[config.mk]
export PLATFORM = sky130hd
export DESIGN_NAME = chct_ctl
export DESIGN_NICKNAME = d
export VERILOG_FILES = /design/src/sv/chct_pkg.sv /design/src/sv/chct_ctl.sv
export SDC_FILE = /design/constraint.sdc
export NUM_CORES = 1
export LEC_CHECK = 0
export ABC_AREA = 1
export BUFFER_PORTS_ARGS = -buffer_cell sky130_fd_sc_hd__buf_2
export CORE_AREA = 4 4 41 43
export DETAILED_ROUTE_END_ITERATION = 6
export DIE_AREA = 0 0 45 47
export HOLD_SLACK_MARGIN = 0.05
export PLACE_DENSITY = 0.77
export SYNTH_ARGS = -nofsm -noshare
export SYNTH_HDL_FRONTEND = slang
export SYNTH_SLANG_ARGS = --single-unit
[constraint.sdc]
create_clock -name i_clk -period 2.42 [get_ports i_clk]
set_input_delay 0.484 -clock i_clk [delete_from_list [all_inputs] [get_ports i_clk]]
set_output_delay 0.484 -clock i_clk [all_outputs]
set_load 0.005 [all_outputs]
[src/sv/chct_pkg.sv]
package chct_pkg;

    localparam logic [31:0] HASH_MULT = 32'h27d4eb2d;
    localparam int HASH_SHIFT_A = 16;
    localparam int HASH_SHIFT_B = 13;
    localparam int HASH_W = 32;
    localparam int CFG_W = 11;

    localparam logic [10:0] BUCKET_COUNT_RST = 11'd1024;
    localparam logic [3:0] EMPTY_CODE_RST = 4'd2;

    typedef enum logic {
        CFG_BUCKET_COUNT = 1'b0,
        CFG_EMPTY_CODE   = 1'b1
    } t_cfg_idx;

    typedef enum logic [2:0] {
        RES_HIT  = 3'd0,
        RES_UPD  = 3'd1,
        RES_INS  = 3'd2,
        RES_REM  = 3'd3,
        RES_MISS = 3'd4
    } t_res;

    typedef struct packed {
        logic               func;
        logic signed [15:0] x_coord;
        logic signed [15:0] y_coord;
        logic [3:0]         new_state;
    } t_item;

    typedef struct packed {
        logic       ok;
        logic [2:0] status;
        logic [3:0] cell_state;
    } t_result;

    typedef enum logic [4:0] {
        DP_NOP,
        DP_CLR,
        DP_LOAD,
        DP_MUL,
        DP_MIX2,
        DP_DIVST,
        DP_HEAD_RD,
        DP_CUR_HEAD,
        DP_NODE_RD,
        DP_STEP,
        DP_HEAD_UNLINK,
        DP_PREV_UNLINK,
        DP_FREE,
        DP_WR_UPD,
        DP_ALLOC_FRESH,
        DP_ALLOC_RD,
        DP_ALLOC_POP,
        DP_INS_NODE,
        DP_INS_HEAD,
        DP_RESULT
    } t_dp_op;

    typedef struct packed {
        t_dp_op op;
        logic   set_res;
        t_res   res;
    } t_cmd;

    typedef struct packed {
        logic div_done;
        logic clr_last;
        logic cur_nil;
        logic prev_nil;
        logic key_match;
        logic is_set;
        logic is_del;
        logic pool_empty;
        logic pool_fresh;
        logic out_free;
    } t_stat;

    typedef enum logic [3:0] {
        S_CLEAR,
        S_IDLE,
        S_MUL,
        S_MIX2,
        S_DIVST,
        S_DIV,
        S_HRD,
        S_HSET,
        S_NRD,
        S_CMP,
        S_DECIDE,
        S_FREE,
        S_ALLOC,
        S_INS,
        S_INS2,
        S_DONE
    } t_state;

endpackage

[src/sv/chct_ctl.sv]
module chct_ctl
    import chct_pkg::*;
(
    input  logic  i_clk,
    input  logic  i_rst_n,
    input  logic  i_valid,
    output logic  o_stall,
    input  t_stat i_stat,
    output t_cmd  o_cmd
);

    t_state r_state, n_state;

    always_ff @(posedge i_clk) begin
        if (!i_rst_n) begin
            r_state <= S_CLEAR;
        end else begin
            r_state <= n_state;
        end
    end

    always_comb begin
        n_state       = r_state;
        o_cmd.op      = DP_NOP;
        o_cmd.set_res = 1'b0;
        o_cmd.res     = RES_MISS;
        unique case (r_state)
            S_CLEAR: begin
                o_cmd.op = DP_CLR;
                if (i_stat.clr_last) n_state = S_IDLE;
            end
            S_IDLE: begin
                if (i_valid) begin
                    o_cmd.op = DP_LOAD;
                    n_state  = S_MUL;
                end
            end
            S_MUL: begin
                o_cmd.op = DP_MUL;
                n_state  = S_MIX2;
            end
            S_MIX2: begin
                o_cmd.op = DP_MIX2;
                n_state  = S_DIVST;
            end
            S_DIVST: begin
                o_cmd.op = DP_DIVST;
                n_state  = S_DIV;
            end
            S_DIV: begin
                if (i_stat.div_done) n_state = S_HRD;
            end
            S_HRD: begin
                o_cmd.op = DP_HEAD_RD;
                n_state  = S_HSET;
            end
            S_HSET: begin
                o_cmd.op = DP_CUR_HEAD;
                n_state  = S_NRD;
            end
            S_NRD: begin
                if (i_stat.cur_nil) begin
                    n_state = S_DECIDE;
                end else begin
                    o_cmd.op = DP_NODE_RD;
                    n_state  = S_CMP;
                end
            end
            S_CMP: begin
                if (i_stat.key_match) begin
                    n_state = S_DECIDE;
                end else begin
                    o_cmd.op = DP_STEP;
                    n_state  = S_NRD;
                end
            end
            S_DECIDE: begin
                priority if (!i_stat.is_set) begin
                    o_cmd.set_res = 1'b1;
                    o_cmd.res     = i_stat.cur_nil ? RES_MISS : RES_HIT;
                    n_state       = S_DONE;
                end else if (i_stat.is_del) begin
                    if (i_stat.cur_nil) begin
                        o_cmd.set_res = 1'b1;
                        n_state       = S_DONE;
                    end else begin
                        o_cmd.op = i_stat.prev_nil ? DP_HEAD_UNLINK : DP_PREV_UNLINK;
                        n_state  = S_FREE;
                    end
                end else if (!i_stat.cur_nil) begin
                    o_cmd.op      = DP_WR_UPD;
                    o_cmd.set_res = 1'b1;
                    o_cmd.res     = RES_UPD;
                    n_state       = S_DONE;
                end else if (i_stat.pool_empty) begin
                    o_cmd.set_res = 1'b1;
                    n_state       = S_DONE;
                end else if (i_stat.pool_fresh) begin
                    o_cmd.op = DP_ALLOC_FRESH;
                    n_state  = S_INS;
                end else begin
                    o_cmd.op = DP_ALLOC_RD;
                    n_state  = S_ALLOC;
                end
            end
            S_FREE: begin
                o_cmd.op      = DP_FREE;
                o_cmd.set_res = 1'b1;
                o_cmd.res     = RES_REM;
                n_state       = S_DONE;
            end
            S_ALLOC: begin
                o_cmd.op = DP_ALLOC_POP;
                n_state  = S_INS;
            end
            S_INS: begin
                o_cmd.op = DP_INS_NODE;
                n_state  = S_INS2;
            end
            S_INS2: begin
                o_cmd.op      = DP_INS_HEAD;
                o_cmd.set_res = 1'b1;
                o_cmd.res     = RES_INS;
                n_state       = S_DONE;
            end
            S_DONE: begin
                if (i_stat.out_free) begin
                    o_cmd.op = DP_RESULT;
                    n_state  = S_IDLE;
                end
            end
            default: n_state = S_IDLE;
        endcase
    end

    assign o_stall = (r_state != S_IDLE);

    a_done_from_div: assert property (@(posedge i_clk) disable iff (!i_rst_n)
        r_state == S_HRD |-> $past(r_state) == S_DIV)
        else $error("head read without finished hash");

    a_clear_first: assert property (@(posedge i_clk) disable iff (!i_rst_n)
        r_state == S_CLEAR |-> o_stall)
        else $error("item taken during clearing pass");

    a_walk_pair: assert property (@(posedge i_clk) disable iff (!i_rst_n)
        r_state == S_CMP |-> $past(o_cmd.op) == DP_NODE_RD)
        else $error("compare without node read");

endmodule

# Yosys cells after proc, flatten, opt, wreduce, memory -nomap -nowiden
# Cells that the tools add are included.
dict set report totals {
  regBits 4
  latch_bits 0
  ram_bits 0
  mem_bits_ro 0
  input_bits 13
  output_inout_bits 10
  elab_cells 56
  n_memories 0
}
dict set report classes {
  n_addsub 0
  mul 0
  n_div 0
  n_lt_le_gt_ge 0
  eq_ne 20
  shift 0
  n_mux 32
  bitwise 0
  reduce_logical 3
}
# cell n
set op_table {}
lappend op_table {{$pmux W5 S15} 1}
lappend op_table {{$pmux W4 S15} 1}
lappend op_table {{$mux W4} 14}
lappend op_table {{$eq A4 B4 Y1 const B} 8}
lappend op_table {{$eq A4 B3 Y1 const B} 4}
lappend op_table {{$mux W5} 3}
lappend op_table {{$mux W3} 4}
lappend op_table {{$pmux W4 S3} 1}
lappend op_table {{$eq A4 B2 Y1 const B} 2}
lappend op_table {{$ne A2 B2 Y1 const B} 4}
lappend op_table {{$mux W2} 3}
lappend op_table {{$mux W1} 5}
lappend op_table {{$eq A4 B1 Y1 const B} 1}
lappend op_table {{$logic_not A4 Y1} 1}
lappend op_table {{$ne A4 B1 Y1 const B} 1}
lappend op_table {{$reduce_and A4 Y1} 1}
lappend op_table {{$reduce_or A2 Y1} 1}

# Longest topological paths before layout
dict set report logic_depth {
  word_depth 6
  mapped_depth 9
  depth_no_buf 9
}

# Worst setup path after synthesis
# No wires, ideal clock.
dict set report synth_path {
  path_kind {input -> output}
  from {in i_stat[7] (netlist bit)}
  to {out o_cmd[3] (netlist bit)}
  t_arrival_ns 1.087
  required_ns 1.936
  setup_slack_ns 0.849
  path_stages 6
  path_buffers 1
  cell_sequence {buf_2 inv_1 nor2_1 nand2_1 o21ai_0 o21ai_0}
}
# item line
set synth_lines {}
lappend synth_lines {{start, declared} chct_ctl.sv:8} ;# input t_stat i_stat,
lappend synth_lines {{end, declared} chct_ctl.sv:9} ;# output t_cmd o_cmd

==> out/qor.yml <==
layout_min_cycle_time_ns: 2.003
fin_nets: 166
path_class: "flop to output pin"
synth_nets: 140
die_area_um2: 2115
antenna_left: 0
crit_arrival_ns: 1.52
cts_resized: 0
viasPerCell: 5.331
cts_hold_buf: 0
status: "completed"
die_w_um: 45
regMostFlops: "r_state"
cellPowerDensity_nw_per_um2: 462.7
via_count: 885
wire_per_inst_um: 11.43
mostFrequentLayoutCell: "nand2_1"
reg_top3: "r_state x4"
drv_slew: 0
drc_errors: 0
grt_max_degree: 10
syn_to_final_growth_pct: 22.41
diodes: 0
grt.overflow.total: 0
required_ns: 1.94
grt_usage_pct: 20.58
placedInstanceArea_um2: 777.0
hpwl_mm: 1.555
io_pins: 23
grt_use_met2_pct: 37.01
syn_area_per_cell_um2: 5.143
fmax_mhz: 499.2
tns_ns: 0
hold_path.class: "input pin to flop"
antenna_found_initial: 0
io_buffers: 22
core_um2: 1301
drtIter0Drc: 15
firstDrtPassIters: 7
grt_pass1_wl_mm: 3.208
drive_gt1_share_pct: 30.46
cts_buffers: 3
setup_viol: 0
cts_setup_buffers: 0
cts_tree: "done"
clock-sinks: 4
use_met1_pct: 23.30
yosysSeqAreaShare_pct: 12.26
rsz0062_at_grt: "false"
rows: 13
final.setup_skew_ns: 0.008990
clk_pin_slew_worst_paths_ns: 0.04
synth_area_um2: 653.1
netlist_instances: 127
clk_latency_ns: 0.25
synth_cell_types: 18
initial_core_util_pct: 50.19
end_kind: "output pin"
tightest_slew_ns: 0.3084
wirelength_mm: 1.898
critPathMaxFanout: 7
max_stage_delay_ns: 0.41
die_h_um: 47
critPathSlowestCell: "dfxtp_1"
layout_common_cells: "nand2_1, nor2_1, buf_2"
max_cap_violations: 0
busiest_layer: "met2"
utilization_pct: 61.44
finalHoldViolations: 0
final_area_um2: 799.5
period_share_pct: 82.78
gr-usage-met3_pct: 1.149
synth_seq_cells: 4
worstPathCellList: "inv_1 > nor2_4 > nand2_1 > o21ai_0 > a21oi_1 > nand3_1 > buf_2"
place_congestion: 0.8983
relSlewSlack_pct: 79.41
grt_pass1_vias: 819
power_leakage_nw: 0.4560
clockBufferDepth: 2
peakVddDrop_v: 0.0003853
cts_root_buf: "clkbuf_4"
cp-start-kind: "flop"
yosysWarnings: 0
cts.htree.levels: 1
largest_reg_flops: 4
## layout make-up
| class | instances | area [µm²] |
|---|---|---|
| Timing Repair Buffer | 22 | 110.1 |
| Sequential cell | 4 | 80.08 |
| Inverter | 16 | 60.06 |
| Fill cell | 140 | 501.7 |
| Multi-Input combinational cell | 106 | 508.0 |
| Tap cell | 15 | 18.77 |
| Clock buffer | 3 | 22.52 |
## cell usage after synthesis, drive strengths merged
cell | n | share of area, %
nand3b | 1 | 1.1
inv | 16 | 9.2
a31oi | 1 | 0.96
a21oi | 6 | 4.6
nand2 | 39 | 27
dfxtp | 4 | 12
buf | 1 | 0.77
nand3 | 9 | 6.9
o21ai | 13 | 11
nor2 | 33 | 23
nand4 | 4 | 3.8
## final timing paths
check / cells after the start / to / start / slack, ns
min reg2reg: 2 / r_state[2]$_SDFFE_PN0P_ / r_state[2]$_SDFFE_PN0P_ / 0.65
max: 7 / o_cmd[7] / r_state[3]$_SDFFE_PN0P_ / 0.42
min: 3 / r_state[3]$_SDFFE_PN0P_ / i_rst_n / 0.46
max reg2reg: 9 / r_state[3]$_SDFFE_PN0P_ / r_state[2]$_SDFFE_PN0P_ / 1.09
## cells by family after synthesis
group | share of synthesized area (%)
flip-flops | 12.26
AO/OA/AOI/OAI | 16.09
buffers and inverters | 9.960
AND/OR/NAND/NOR | 61.69
## metal layers
| metal | share of wire (%) | up-vias |
|---|---|---|
| li1 | - | 459 |
| met1 | 43 | 377 |
| met2 | 47 | 40 |
| met3 | 7.2 | 9 |
| met4 | 2.9 | 0 |
| met5 | 0 | - |
## worst max-delay path: cells and delay by family (launching register included)
| family | cells | cell delay, ns |
|---|---|---|
| AOI/OAI and AO/OA | 2 | 0.25 |
| buffers and inverters | 2 | 0.23 |
| DFF | 1 | 0.41 |
| and+or+nand+nor | 3 | 0.37 |
## power breakdown
group	internal (mW)	total [mW]	leakage [nW]	switching, mW
Sequential	0.0755	0.0927	0.0327	0.0172
Combinational	0.0699	0.190	0.410	0.120
Clock	0.0558	0.0876	0.0138	0.0319
Total	0.201	0.370	0.456	0.169
## metrics by stage
| stage | total power [mW] | hold WS [ns] | instances | setup WS [ns] |
|---|---|---|---|---|
| 2_1_floorplan | 0.2224 | 0.5604 | 127 | 0.8494 |
| 3_3_place_gp | 0.2793 | 0.5986 | 163 | 0.6910 |
| 3_5_place_dp | 0.2821 | 0.6539 | 163 | 0.6642 |
| 4_1_cts | 0.3710 | 0.4569 | 166 | 0.4284 |
| 5_1_grt | 0.4081 | 0.4741 | 166 | 0.3182 |
| 6_report | 0.3699 | 0.4556 | 166 | 0.4166 |
No activity file was read; power rests on OpenSTA's default activity.
